<file path="src/design/multilinear_grid_interpolator_defines.svh">
// Assertion macros for the multilinear grid interpolator.
`ifndef MULTILINEAR_GRID_INTERPOLATOR_DEFINES_SVH
`define MULTILINEAR_GRID_INTERPOLATOR_DEFINES_SVH
`ifndef SYNTHESIS
`define GMI_ASSERT_IMPLY(name, clk, rst_n, ante, cons) \
    name: assert property (@(posedge clk) disable iff (!rst_n) (ante) |-> (cons)) \
        else $error("gmi assertion failed");
`define GMI_ASSERT_NEXT(name, clk, rst_n, ante, cons) \
    name: assert property (@(posedge clk) disable iff (!rst_n) (ante) |=> (cons)) \
        else $error("gmi assertion failed");
`else
`define GMI_ASSERT_IMPLY(name, clk, rst_n, ante, cons)
`define GMI_ASSERT_NEXT(name, clk, rst_n, ante, cons)
`endif
`endif

</file>
<file path="src/design/gmi_pkg.sv">
// Shared constants, codes and types of the multilinear grid interpolator.
`timescale 1ns / 1ps
package gmi_pkg;
    localparam int MAX_DIMS_DEF  = 3;
    localparam int MAX_KNOTS_DEF = 16;
    localparam int HW_DIMS       = 3;
    localparam int NODE_DEPTH    = 4096;
    localparam int NODE_AW       = 12;
    localparam int IDX_MAX_W     = 6;
    localparam int NPTS_W        = IDX_MAX_W + 1;

    localparam logic [1:0] REQ_KNOT  = 2'd0;
    localparam logic [1:0] REQ_NODE  = 2'd1;
    localparam logic [1:0] REQ_QUERY = 2'd2;

    localparam logic [2:0] CFG_NUM_DIMS = 3'd0;
    localparam logic [2:0] CFG_POINTS0  = 3'd1;
    localparam logic [2:0] CFG_POINTS1  = 3'd2;
    localparam logic [2:0] CFG_POINTS2  = 3'd3;
    localparam logic [2:0] CFG_OUT_MODE = 3'd4;

    localparam logic [2:0] MODE_NAN      = 3'd0;
    localparam logic [2:0] MODE_ZERO     = 3'd1;
    localparam logic [2:0] MODE_EXTRAP   = 3'd2;
    localparam logic [2:0] MODE_CLAMP    = 3'd3;
    localparam logic [2:0] MODE_PERIODIC = 3'd4;

    localparam logic [1:0] ST_OK   = 2'd0;
    localparam logic [1:0] ST_NAN  = 2'd1;
    localparam logic [1:0] ST_ZERO = 2'd2;

    localparam logic signed [63:0] ONE_U    = 64'sd1 <<< 30;
    localparam logic signed [64:0] WIDE_POS = 65'sd1 <<< 61;
    localparam logic signed [64:0] WIDE_NEG = -(65'sd1 <<< 61);

    typedef struct packed {
        logic [1:0]            status;
        logic [IDX_MAX_W-1:0]  k;
        logic signed [63:0]    u;
    } lane_res_t;
endpackage

</file>
<file path="src/design/gmi_ram.sv">
// Generic single write port RAM with registered read.
`timescale 1ns / 1ps
module gmi_ram #(
    parameter int WIDTH = 32,
    parameter int DEPTH = 16
) (
    input  logic                     clk,
    input  logic                     we,
    input  logic [$clog2(DEPTH)-1:0] waddr,
    input  logic [WIDTH-1:0]         wdata,
    input  logic [$clog2(DEPTH)-1:0] raddr,
    output logic [WIDTH-1:0]         rdata
);
    logic [WIDTH-1:0] mem [DEPTH];

    always_ff @(posedge clk)
    begin
        if (we)
        begin
            mem[waddr] <= wdata;
        end
        rdata <= mem[raddr];
    end
endmodule

</file>
<file path="src/design/gmi_lane.sv">
// One dimension lane: knot table, interval search, fold and serial weight division.
`timescale 1ns / 1ps
module gmi_lane #(
    parameter int MAX_KNOTS = gmi_pkg::MAX_KNOTS_DEF
) (
    input  logic                         clk,
    input  logic                         rst_n,
    input  logic                         start,
    input  logic                         nan_flag,
    input  logic signed [31:0]           coord,
    input  logic [$clog2(MAX_KNOTS+1)-1:0] n_pts,
    input  logic [2:0]                   mode,
    input  logic                         wr_en,
    input  logic [$clog2(MAX_KNOTS)-1:0] wr_addr,
    input  logic [31:0]                  wr_data,
    output gmi_pkg::lane_res_t           res,
    output logic                         done
);
    import gmi_pkg::*;

    localparam int KW = $clog2(MAX_KNOTS);
    localparam int NW = $clog2(MAX_KNOTS + 1);
    localparam logic [5:0] DIV_STEPS = 6'd62;

    localparam logic [3:0] L_IDLE  = 4'd0;
    localparam logic [3:0] L_X0    = 4'd1;
    localparam logic [3:0] L_XL    = 4'd2;
    localparam logic [3:0] L_CHK   = 4'd3;
    localparam logic [3:0] L_SADDR = 4'd4;
    localparam logic [3:0] L_SCMP  = 4'd5;
    localparam logic [3:0] L_KLO   = 4'd6;
    localparam logic [3:0] L_KHI   = 4'd7;
    localparam logic [3:0] L_WGT   = 4'd8;
    localparam logic [3:0] L_DIV   = 4'd9;
    localparam logic [3:0] L_DEND  = 4'd10;

    logic [3:0]         state_reg;
    logic signed [32:0] t_reg;
    logic signed [32:0] x0_reg, xl_reg, lo_val_reg;
    logic [KW-1:0]      lo_reg, hi_reg;
    logic [31:0]        rem_reg, den_reg;
    logic [61:0]        num_reg, quo_reg;
    logic [5:0]         cnt_reg;
    logic               neg_reg, per_reg, done_reg;
    logic [1:0]         status_reg;
    logic signed [63:0] u_reg;

    logic [KW-1:0]      raddr, mid, nm1, nm2;
    logic [NW-1:0]      nm1_w, nm2_w;
    logic [KW:0]        mid_sum;
    logic [31:0]        rdata;
    logic signed [32:0] knot_v, len_v, diff_v, den_v, wdiff_v;
    logic [32:0]        trial, shifted;

    gmi_ram #(.WIDTH(32), .DEPTH(MAX_KNOTS)) u_knots (
        .clk   (clk),
        .we    (wr_en),
        .waddr (wr_addr),
        .wdata (wr_data),
        .raddr (raddr),
        .rdata (rdata)
    );

    always_comb
    begin
        nm1_w   = n_pts - NW'(1);
        nm2_w   = n_pts - NW'(2);
        nm1     = nm1_w[KW-1:0];
        nm2     = nm2_w[KW-1:0];
        mid_sum = {1'b0, lo_reg} + {1'b0, hi_reg};
        mid     = mid_sum[KW:1];
        knot_v  = {rdata[31], rdata};
        len_v   = knot_v - x0_reg;
        diff_v  = t_reg - x0_reg;
        den_v   = knot_v - lo_val_reg;
        wdiff_v = t_reg - lo_val_reg;
        shifted = {rem_reg, num_reg[61]};
        trial   = shifted - {1'b0, den_reg};
        case (state_reg)
            L_XL:    raddr = nm1;
            L_SADDR: raddr = mid;
            L_KLO:   raddr = lo_reg;
            L_KHI:   raddr = lo_reg + KW'(1);
            default: raddr = '0;
        endcase
    end

    always_ff @(posedge clk or negedge rst_n)
    begin
        if (!rst_n)
        begin
            state_reg  <= L_IDLE;
            done_reg   <= 1'b0;
            status_reg <= ST_OK;
        end
        else
        begin
            unique case (state_reg)
                L_IDLE:
                begin
                    if (start)
                    begin
                        t_reg <= {coord[31], coord};
                        if (nan_flag)
                        begin
                            status_reg <= ST_NAN;
                            done_reg   <= 1'b1;
                        end
                        else
                        begin
                            done_reg  <= 1'b0;
                            state_reg <= L_X0;
                        end
                    end
                end
                L_X0:
                begin
                    state_reg <= L_XL;
                end
                L_XL:
                begin
                    x0_reg    <= knot_v;
                    state_reg <= L_CHK;
                end
                L_CHK:
                begin
                    xl_reg <= knot_v;
                    if (x0_reg <= t_reg && t_reg <= knot_v)
                    begin
                        lo_reg    <= '0;
                        hi_reg    <= nm1;
                        state_reg <= L_SADDR;
                    end
                    else
                    begin
                        case (mode)
                            MODE_ZERO:
                            begin
                                status_reg <= ST_ZERO;
                                done_reg   <= 1'b1;
                                state_reg  <= L_IDLE;
                            end
                            MODE_EXTRAP:
                            begin
                                lo_reg    <= (t_reg < x0_reg) ? '0 : nm2;
                                state_reg <= L_KLO;
                            end
                            MODE_CLAMP:
                            begin
                                lo_reg     <= (t_reg < x0_reg) ? '0 : nm2;
                                u_reg      <= (t_reg < x0_reg) ? 64'sd0 : ONE_U;
                                status_reg <= ST_OK;
                                done_reg   <= 1'b1;
                                state_reg  <= L_IDLE;
                            end
                            MODE_PERIODIC:
                            begin
                                if (len_v <= 33'sd0)
                                begin
                                    t_reg     <= x0_reg;
                                    lo_reg    <= '0;
                                    state_reg <= L_KLO;
                                end
                                else
                                begin
                                    // fold by the grid period: remainder of |t - x0|
                                    num_reg   <= {30'd0, diff_v[32] ? 32'(-diff_v) : diff_v[31:0]};
                                    den_reg   <= len_v[31:0];
                                    neg_reg   <= diff_v[32];
                                    per_reg   <= 1'b1;
                                    rem_reg   <= '0;
                                    cnt_reg   <= DIV_STEPS;
                                    state_reg <= L_DIV;
                                end
                            end
                            default:
                            begin
                                status_reg <= ST_NAN;
                                done_reg   <= 1'b1;
                                state_reg  <= L_IDLE;
                            end
                        endcase
                    end
                end
                L_SADDR:
                begin
                    if ({1'b0, hi_reg} - {1'b0, lo_reg} > (KW+1)'(1))
                    begin
                        state_reg <= L_SCMP;
                    end
                    else
                    begin
                        state_reg <= L_KLO;
                    end
                end
                L_SCMP:
                begin
                    if (t_reg <= knot_v)
                    begin
                        hi_reg <= mid;
                    end
                    else
                    begin
                        lo_reg <= mid;
                    end
                    state_reg <= L_SADDR;
                end
                L_KLO:
                begin
                    state_reg <= L_KHI;
                end
                L_KHI:
                begin
                    lo_val_reg <= knot_v;
                    state_reg  <= L_WGT;
                end
                L_WGT:
                begin
                    if (den_v > 33'sd0)
                    begin
                        num_reg   <= {(wdiff_v[32] ? 32'(-wdiff_v) : wdiff_v[31:0]), 30'd0};
                        den_reg   <= den_v[31:0];
                        neg_reg   <= wdiff_v[32];
                        per_reg   <= 1'b0;
                        rem_reg   <= '0;
                        cnt_reg   <= DIV_STEPS;
                        state_reg <= L_DIV;
                    end
                    else
                    begin
                        u_reg      <= 64'sd0;
                        status_reg <= ST_OK;
                        done_reg   <= 1'b1;
                        state_reg  <= L_IDLE;
                    end
                end
                L_DIV:
                begin
                    // one quotient bit per cycle, restoring
                    if (!trial[32])
                    begin
                        rem_reg <= trial[31:0];
                    end
                    else
                    begin
                        rem_reg <= shifted[31:0];
                    end
                    quo_reg <= {quo_reg[60:0], ~trial[32]};
                    num_reg <= {num_reg[60:0], 1'b0};
                    cnt_reg <= cnt_reg - 6'd1;
                    if (cnt_reg == 6'd1)
                    begin
                        state_reg <= L_DEND;
                    end
                end
                L_DEND:
                begin
                    if (per_reg)
                    begin
                        t_reg     <= neg_reg ? xl_reg - $signed({1'b0, rem_reg})
                                             : x0_reg + $signed({1'b0, rem_reg});
                        lo_reg    <= '0;
                        hi_reg    <= nm1;
                        state_reg <= L_SADDR;
                    end
                    else
                    begin
                        u_reg      <= neg_reg ? -$signed({2'b00, quo_reg})
                                              : $signed({2'b00, quo_reg});
                        status_reg <= ST_OK;
                        done_reg   <= 1'b1;
                        state_reg  <= L_IDLE;
                    end
                end
                default:
                begin
                    state_reg <= L_IDLE;
                end
            endcase
        end
    end

    assign res.status = status_reg;
    assign res.k      = IDX_MAX_W'(lo_reg);
    assign res.u      = u_reg;
    assign done       = done_reg;
endmodule

</file>
<file path="config.mk">
export PLATFORM = sky130hd
export DESIGN_NAME = gmi_lane
export DESIGN_NICKNAME = d
export VERILOG_FILES = /design/src/design/multilinear_grid_interpolator_defines.svh /design/src/design/gmi_pkg.sv /design/src/design/gmi_ram.sv /design/src/design/gmi_lane.sv
export SDC_FILE = /design/constraint.sdc
export NUM_CORES = 2
export LEC_CHECK = 0
export BUFFER_PORTS_ARGS = -buffer_cell sky130_fd_sc_hd__buf_2
export CELL_PAD_IN_SITES_DETAIL_PLACEMENT = 1
export CELL_PAD_IN_SITES_GLOBAL_PLACEMENT = 1
export CORE_UTILIZATION = 46
export DETAILED_ROUTE_END_ITERATION = 7
export PLACE_DENSITY = 0.86
export SETUP_SLACK_MARGIN = 0.2
export SLEW_MARGIN = 20
export SYNTH_ARGS = -nofsm -noshare
export SYNTH_HDL_FRONTEND = slang
export SYNTH_SLANG_ARGS = --single-unit
</file>
<file path="constraint.sdc">
create_clock -name clk -period 11.2 [get_ports clk]
set_clock_uncertainty 0.05 [all_clocks]
set_input_delay 0 -clock clk [delete_from_list [all_inputs] [get_ports clk]]
set_output_delay 0 -clock clk [all_outputs]
set_load 0.01 [all_outputs]
</file>
Yosys cells after proc, flatten, opt, wreduce, memory -nomap -nowiden
Memory sizes are Yosys's and may differ from the RTL's. A register that Yosys moved wholly into a read port is not among the register bits. Index checks and enable logic that the tools add are counted.

Logic and storage cells: 183. Input port bits: 81. Output and inout port bits: 73. Memory bits (writable): 512. Memories: 1. Register bits after elaboration: 404.

Memories: u_knots.mem (words 16, bits a word 32, read ports 1, clocked after memory_dff 1, write ports 1, line gmi_ram.sv:14) `logic [WIDTH-1:0] mem [DEPTH];`.

Muxes and demuxes: 85. Add/subtract/negate cells: 16. Bitwise operators: 1. $lt $le $gt $ge: 6. Reduce and logical (&&, ||, !) cells: 23. Equality and inequality tests: 34.

Operators by type and width (count): $mux 32 (11); $mux 64 (5); $mux 62 (4); $mux 33 (6); $pmux 64 s3 (1); $pmux 62 s3 (1); $pmux 33 s3 (1); $sub 33x32->33 (3); $pmux 32 s3 (1); $sub 32x32->33 (2); $neg 32->32 (2); $neg 62->64 (1); $pmux 32 s2 (1); $mux 4 (14); $pmux 4 s11 (1); $add 32x33->33 (1); $gt 33x1->1 const B (1); $le 32x33->1 (1); $le 33x1->1 const B (1); $le 33x32->1 (1); $lt 33x32->1 (1); $sub 32x33->33 (1); $ne 2x2->1 const B (16); $mux 31 (1); other kinds (41) (87).

Depth between registers and ports, before layout
Depth in word-level cells: 7. Depth in mapped cells: 18. Depth with buffers taken out: 16.

Hierarchy
Synthesis repeated with hierarchy kept, for this count alone.

Cell total of the unflattened synthesis: 4283. Area total of the unflattened synthesis: 51669.6 um^2.

Modules (own cells, without submodules): gmi_lane (cells an instance 3445, seq. area each 12096.6 um^2, area an instance 31834.3 um^2, instances 1); gmi_ram (cells an instance 838, seq. area each 16015.4 um^2, area an instance 19835.3 um^2, instances 1).

Least setup slack after synthesis
No wires, ideal clock.

Path kind: reg-to-reg. From: register x0_reg[0]. To: register cnt_reg[0], enable pin. Clock period less this slack: 11.137 ns. Setup slack: 0.063 ns. Stages on the path, launching flop included: 15. Library setup time: 0.707 ns. Data required time: 10.443 ns. Arrival: 10.381 ns. Buffers on the path: 0. Cell sequence: edfxtp_1 > ha_1 > fa_1 > nand2b_1 > a21oi_1 > o21ai_1 > o211ai_1 > nand4_1 > a21o_1 > a21oi_1 > nor3_1 > mux2_2 > a21oi_1 > nand3_1 > a211oi_1.

Longest elaborated chain between the ends: 4. Elaborated cells between the ends (all ways): 7. Those cells by class: 1 x add/sub; 2 x order compare; 2 x eq/ne; 2 x reduce/logical.

Ends and longest elaborated chain: start, declared (line gmi_lane.sv:39) `logic signed [32:0] x0_reg, xl_reg, lo_val_reg;`; start signal, assigned (line gmi_lane.sv:122) `x0_reg <= knot_v;`; $sub 32x32->33 / $le 32x33->1 (equally long branches) (line gmi_lane.sv:73, gmi_lane.sv:128); $le 33x1->1 / $logic_and 1x1->1 (equally long branches) (line gmi_lane.sv:158, gmi_lane.sv:128); $ne 2x2->1 (no line); $reduce_and 6->1 (no line) *; end signal, assigned (line gmi_lane.sv:250) `cnt_reg <= cnt_reg - 6'd1;`; end, declared (line gmi_lane.sv:43) `logic [5:0] cnt_reg;`.

Every way passes the cells marked *; elsewhere a longest branch is shown, timed or not. A chain may end at the register's enable or synchronous reset.

Worst setup path in the final report
From: register x0_reg[0]. To: register num_reg[7], enable pin.

Longest elaborated chain between the ends: 4. Elaborated cells between the ends (all ways): 7. Those cells by class: 1 x add/sub; 2 x order compare; 2 x eq/ne; 2 x reduce/logical.

Ends and longest elaborated chain: $sub 32x32->33 / $le 32x33->1 (equally long branches) (line gmi_lane.sv:73, gmi_lane.sv:128); $le 33x1->1 / $logic_and 1x1->1 (equally long branches) (line gmi_lane.sv:158, gmi_lane.sv:128); $ne 2x2->1 (no line); $reduce_and 6->1 (no line) *; end signal, assigned (line gmi_lane.sv:167) `num_reg <= {30'd0, diff_v[32] ? 32'(-diff_v) : diff_v[31:0]};`; end signal, assigned (line gmi_lane.sv:221) `num_reg <= {(wdiff_v[32] ? 32'(-wdiff_v) : wdiff_v[31:0]), 30'd0};`; end signal, assigned (line gmi_lane.sv:249) `num_reg <= {num_reg[60:0], 1'b0};`; end, declared (line gmi_lane.sv:42) `logic [61:0] num_reg, quo_reg;`.

Marks and branches as above.

==> impl_results.md <==
* Slowest CP cell: buf_4
* Die ar. at 116000 sq um
* Final HPWL DP at 114000 microns
* Arrival time of the worst setup path at 7.10 ns
* Core area at 113000 sq um
* Family with the most delay on the worst path: compound AO/OA/AOI/OAI gates
* Met1 Resource Use GR at 0.363
* Final setup fails at 0
* Buf/Inv on CP at 2
* Worst-margin pin slew at 1.28 ns
* CP Max Fanout at 61
* Vias in the first global route at 43086
* Share of layout cells above drive strength 1 at 0.0858
* Nets at 5421
* Worst-path clk slew at 0.06 ns
* TritonCTS clock tree: yes
* Tmin final at 6.85 ns
* Crit path cell chain: ha_1 -> fa_1 -> nand2b_1 -> a21oi_1 -> o21ai_1 -> o211ai_1 -> nand4_1 -> a21o_1 -> a21oi_1 -> nor3_1 -> mux2_2 -> a21oi_1 -> nand3_1 -> a211oi_4 -> buf_4 -> buf_4
* Top FF cell, synth: edfxtp_1
* Unrepaired setup endpoints after global routing: false
* Detailed-route via count at 41374
* Gr busiest metal: met2
* Post-synth EDFFs at 909
* Final hold violations at 0
* Max reg flops at 512
* Initial Util at 0.466
* Filler cell count at 12160
* Placed cell areas at 55200 sq um
* CP Data Required Time at 11.46 ns
* Global-route wire length before repair at 259000 microns
* Die width at 340 microns
* Root Buffer: clkbuf_16
* Die height at 340 microns
* # port buffers at 150
* Hold path cells at 3
* Total routed wirelength at 172000 microns
* Relative slew slack at 0.146
* Element type at the critical path end: register
* Post-Layout Cell Count at 6641
* Cell count after placement at 6372
* Synth unique cells at 95
* Setup crit start kind: register
* Ports at 154
* Mapped Cells at 4890
* Vias per cell at 6.23
* Setup tns final at 0 ns
* DR iter-0 viols at 3691
* WHS at 0.0445 ns
* Final GP Congestion at 0.937
* Worst R2R Start: x0_reg[0]
* Mean area per synthesized cell at 10.8 sq um
* Slowest Stage Delay on Critical Path at 0.75 ns
* Register area share after synthesis at 0.534
* Global route total overflow at 0
* Final setup margin at 4.35 ns
* Worst setup path class: reg2reg
* Worst Hold End: u_knots.mem[4][1]
* FFs w/ async S/R, synth at 0.00738
* Rows at 123
* Synthesized cell area at 52700 sq um
* Setup bufs post-CTS at 0
* P&R area growth vs syn at 12.4%
* Met3 GRT Util at 0.0340
* Yosys warns at 0
* Clock latency on the worst-skew pair at 0.73 ns
* Final Cell Area at 59200 sq um
* Max_cap viols at 0
* Leak at 22.0 nW
* Max Freq at 146 MHz
* Worst R2R Path Depth at 16
* H-Tree Depth at 3
* CTS sink cnt at 948
* Initial antenna violation count at 7
* WL per Instance at 25.8 microns
* Cell repeated most along the worst path: a21oi_1
* Pre-CTS WS at 4.56 ns
* Hold buffers post-CTS at 79
* DR pass1 iterations at 6
* ANT nets after route at 0
* Gr usage total at 0.290
* Power density cells at 229 nW/um^2
* Worst Hold Class: in2reg
* Status: finished clean
* Clk buf depth at 3
* Residual DRC count at 0
* FF-to-FF End: num_reg[7]
* R2r setup slk at 4.35 ns
* Fin crit share at 0.611
* Cts bufs inserted at 103
* Worst hold path startpoint: wr_addr[1]
* Met2 usage at 0.497
* Largest net degree at the start of global routing at 230
* Slew Viols, Final at 0
* Yosys reg bits at 948
* Peak VDD IR at 311 uV
* PostCTS Resize Cnt at 0
-- synthesized netlist by cell type (32+ instances only) --
cell      instances  area share
and2_0          104       0.012
xnor2_1         141       0.023
o21a_1           45      0.0064
nand2_1         544       0.039
ha_1            275       0.065
nor3_1           79      0.0075
nand3_1          96      0.0091
dfxtp_1          32       0.012
nor2b_1          42      0.0050
nor2_1          293       0.021
a31oi_1          99       0.012
a311oi_1         74       0.012
inv_1           254       0.018
a21oi_1         307       0.029
xor2_1          159       0.026
o21ai_0         238       0.023
clkbuf_1        199       0.014
a211oi_1        194       0.028
nand4_1          39      0.0046
and3_1           36      0.0043
edfxtp_1        909        0.52
o31ai_1          70       0.010
nand2b_1         48      0.0057
and2_1           41      0.0049
a21o_1          111       0.016
-- tightest hold or removal path: stages --
cell and delay (ns):
buf_2 0.17, nor3_2 0.07, buf_4 0.32
-- metal layers --
layer | vias to the layer above | routed length [microns]
li1 | 18608 | -
met1 | 20838 | 69400
met2 | 1485 | 84800
met3 | 435 | 8980
met4 | 8 | 8330
met5 | - | 56
-- cell type report --
cell class / instances / area (sq um) / area share
well taps: 1500 / 1880 / 0.0317
multi-input cells: 3471 / 23100 / 0.390
diodes: 3 / 7.51 / 0.000127
inverters: 255 / 957 / 0.0162
repair buffers: 277 / 1930 / 0.0325
clock inverters: 62 / 578 / 0.00976
flip-flops and latches: 948 / 28100 / 0.475
clock buffers: 125 / 2700 / 0.0456
-- metrics by stage --
stage	power, W	utilization
2_1_floorplan	0.00815	-
3_3_place_gp	0.00970	0.488
3_5_place_dp	0.00997	0.488
4_1_cts	0.0134	0.524
5_1_grt	0.0141	0.524
6_report	0.0136	0.524
-- worst max-delay path by stage --
stage                                 from          end  cells past startpoint
after floorplan           u_knots.rdata[0]     u_reg[0]                     15
after global placement           x0_reg[4]  num_reg[31]                     16
after detailed placement         x0_reg[0]  num_reg[11]                     16
after CTS                        x0_reg[0]   num_reg[7]                     16
after global routing      u_knots.rdata[0]   num_reg[7]                     17
final                            x0_reg[0]   num_reg[7]                     16
-- logic make-up (layout without fill, tap and decap cells) --
group,after synthesis,count (layout),share of synthesized area
simple gates,1458,1458,0.132
compound gates,1393,1393,0.175
flops,948,948,0.534
buf+inv,472,719,0.0339
xor+xnor,300,300,0.0499
fa+ha+maj,284,284,0.0687
mux,34,34,0.00658
other cells,1,5,0.0000712
-- cells in the final DEF (no fill, tap or decap), types with 46 or more instances in the layout --
| master | n |
|---|---|
| edfxtp_1 | 909 |
| buf_4 | 46 |
| nand2_1 | 542 |
| nand2b_1 | 48 |
| nand3_1 | 96 |
| buf_2 | 150 |
| a311oi_1 | 74 |
| o31ai_1 | 70 |
| a21oi_1 | 307 |
| o21ai_0 | 237 |
| and2_0 | 104 |
| a31oi_1 | 99 |
| dlygate4sd3_1 | 79 |
| ha_1 | 275 |
| clkbuf_16 | 105 |
| a211oi_1 | 192 |
| nor2_1 | 276 |
| inv_1 | 254 |
| xnor2_1 | 140 |
| xor2_1 | 159 |
| nor3_1 | 71 |
| a21o_1 | 111 |
-- power by group --
part	switching, W	total [W]	internal (W)
combinational	0.00388	0.00572	0.00185
clock	0.00154	0.00337	0.00183
sequential	0.000258	0.00447	0.00421
No activity file was read; power rests on OpenSTA's default activity.
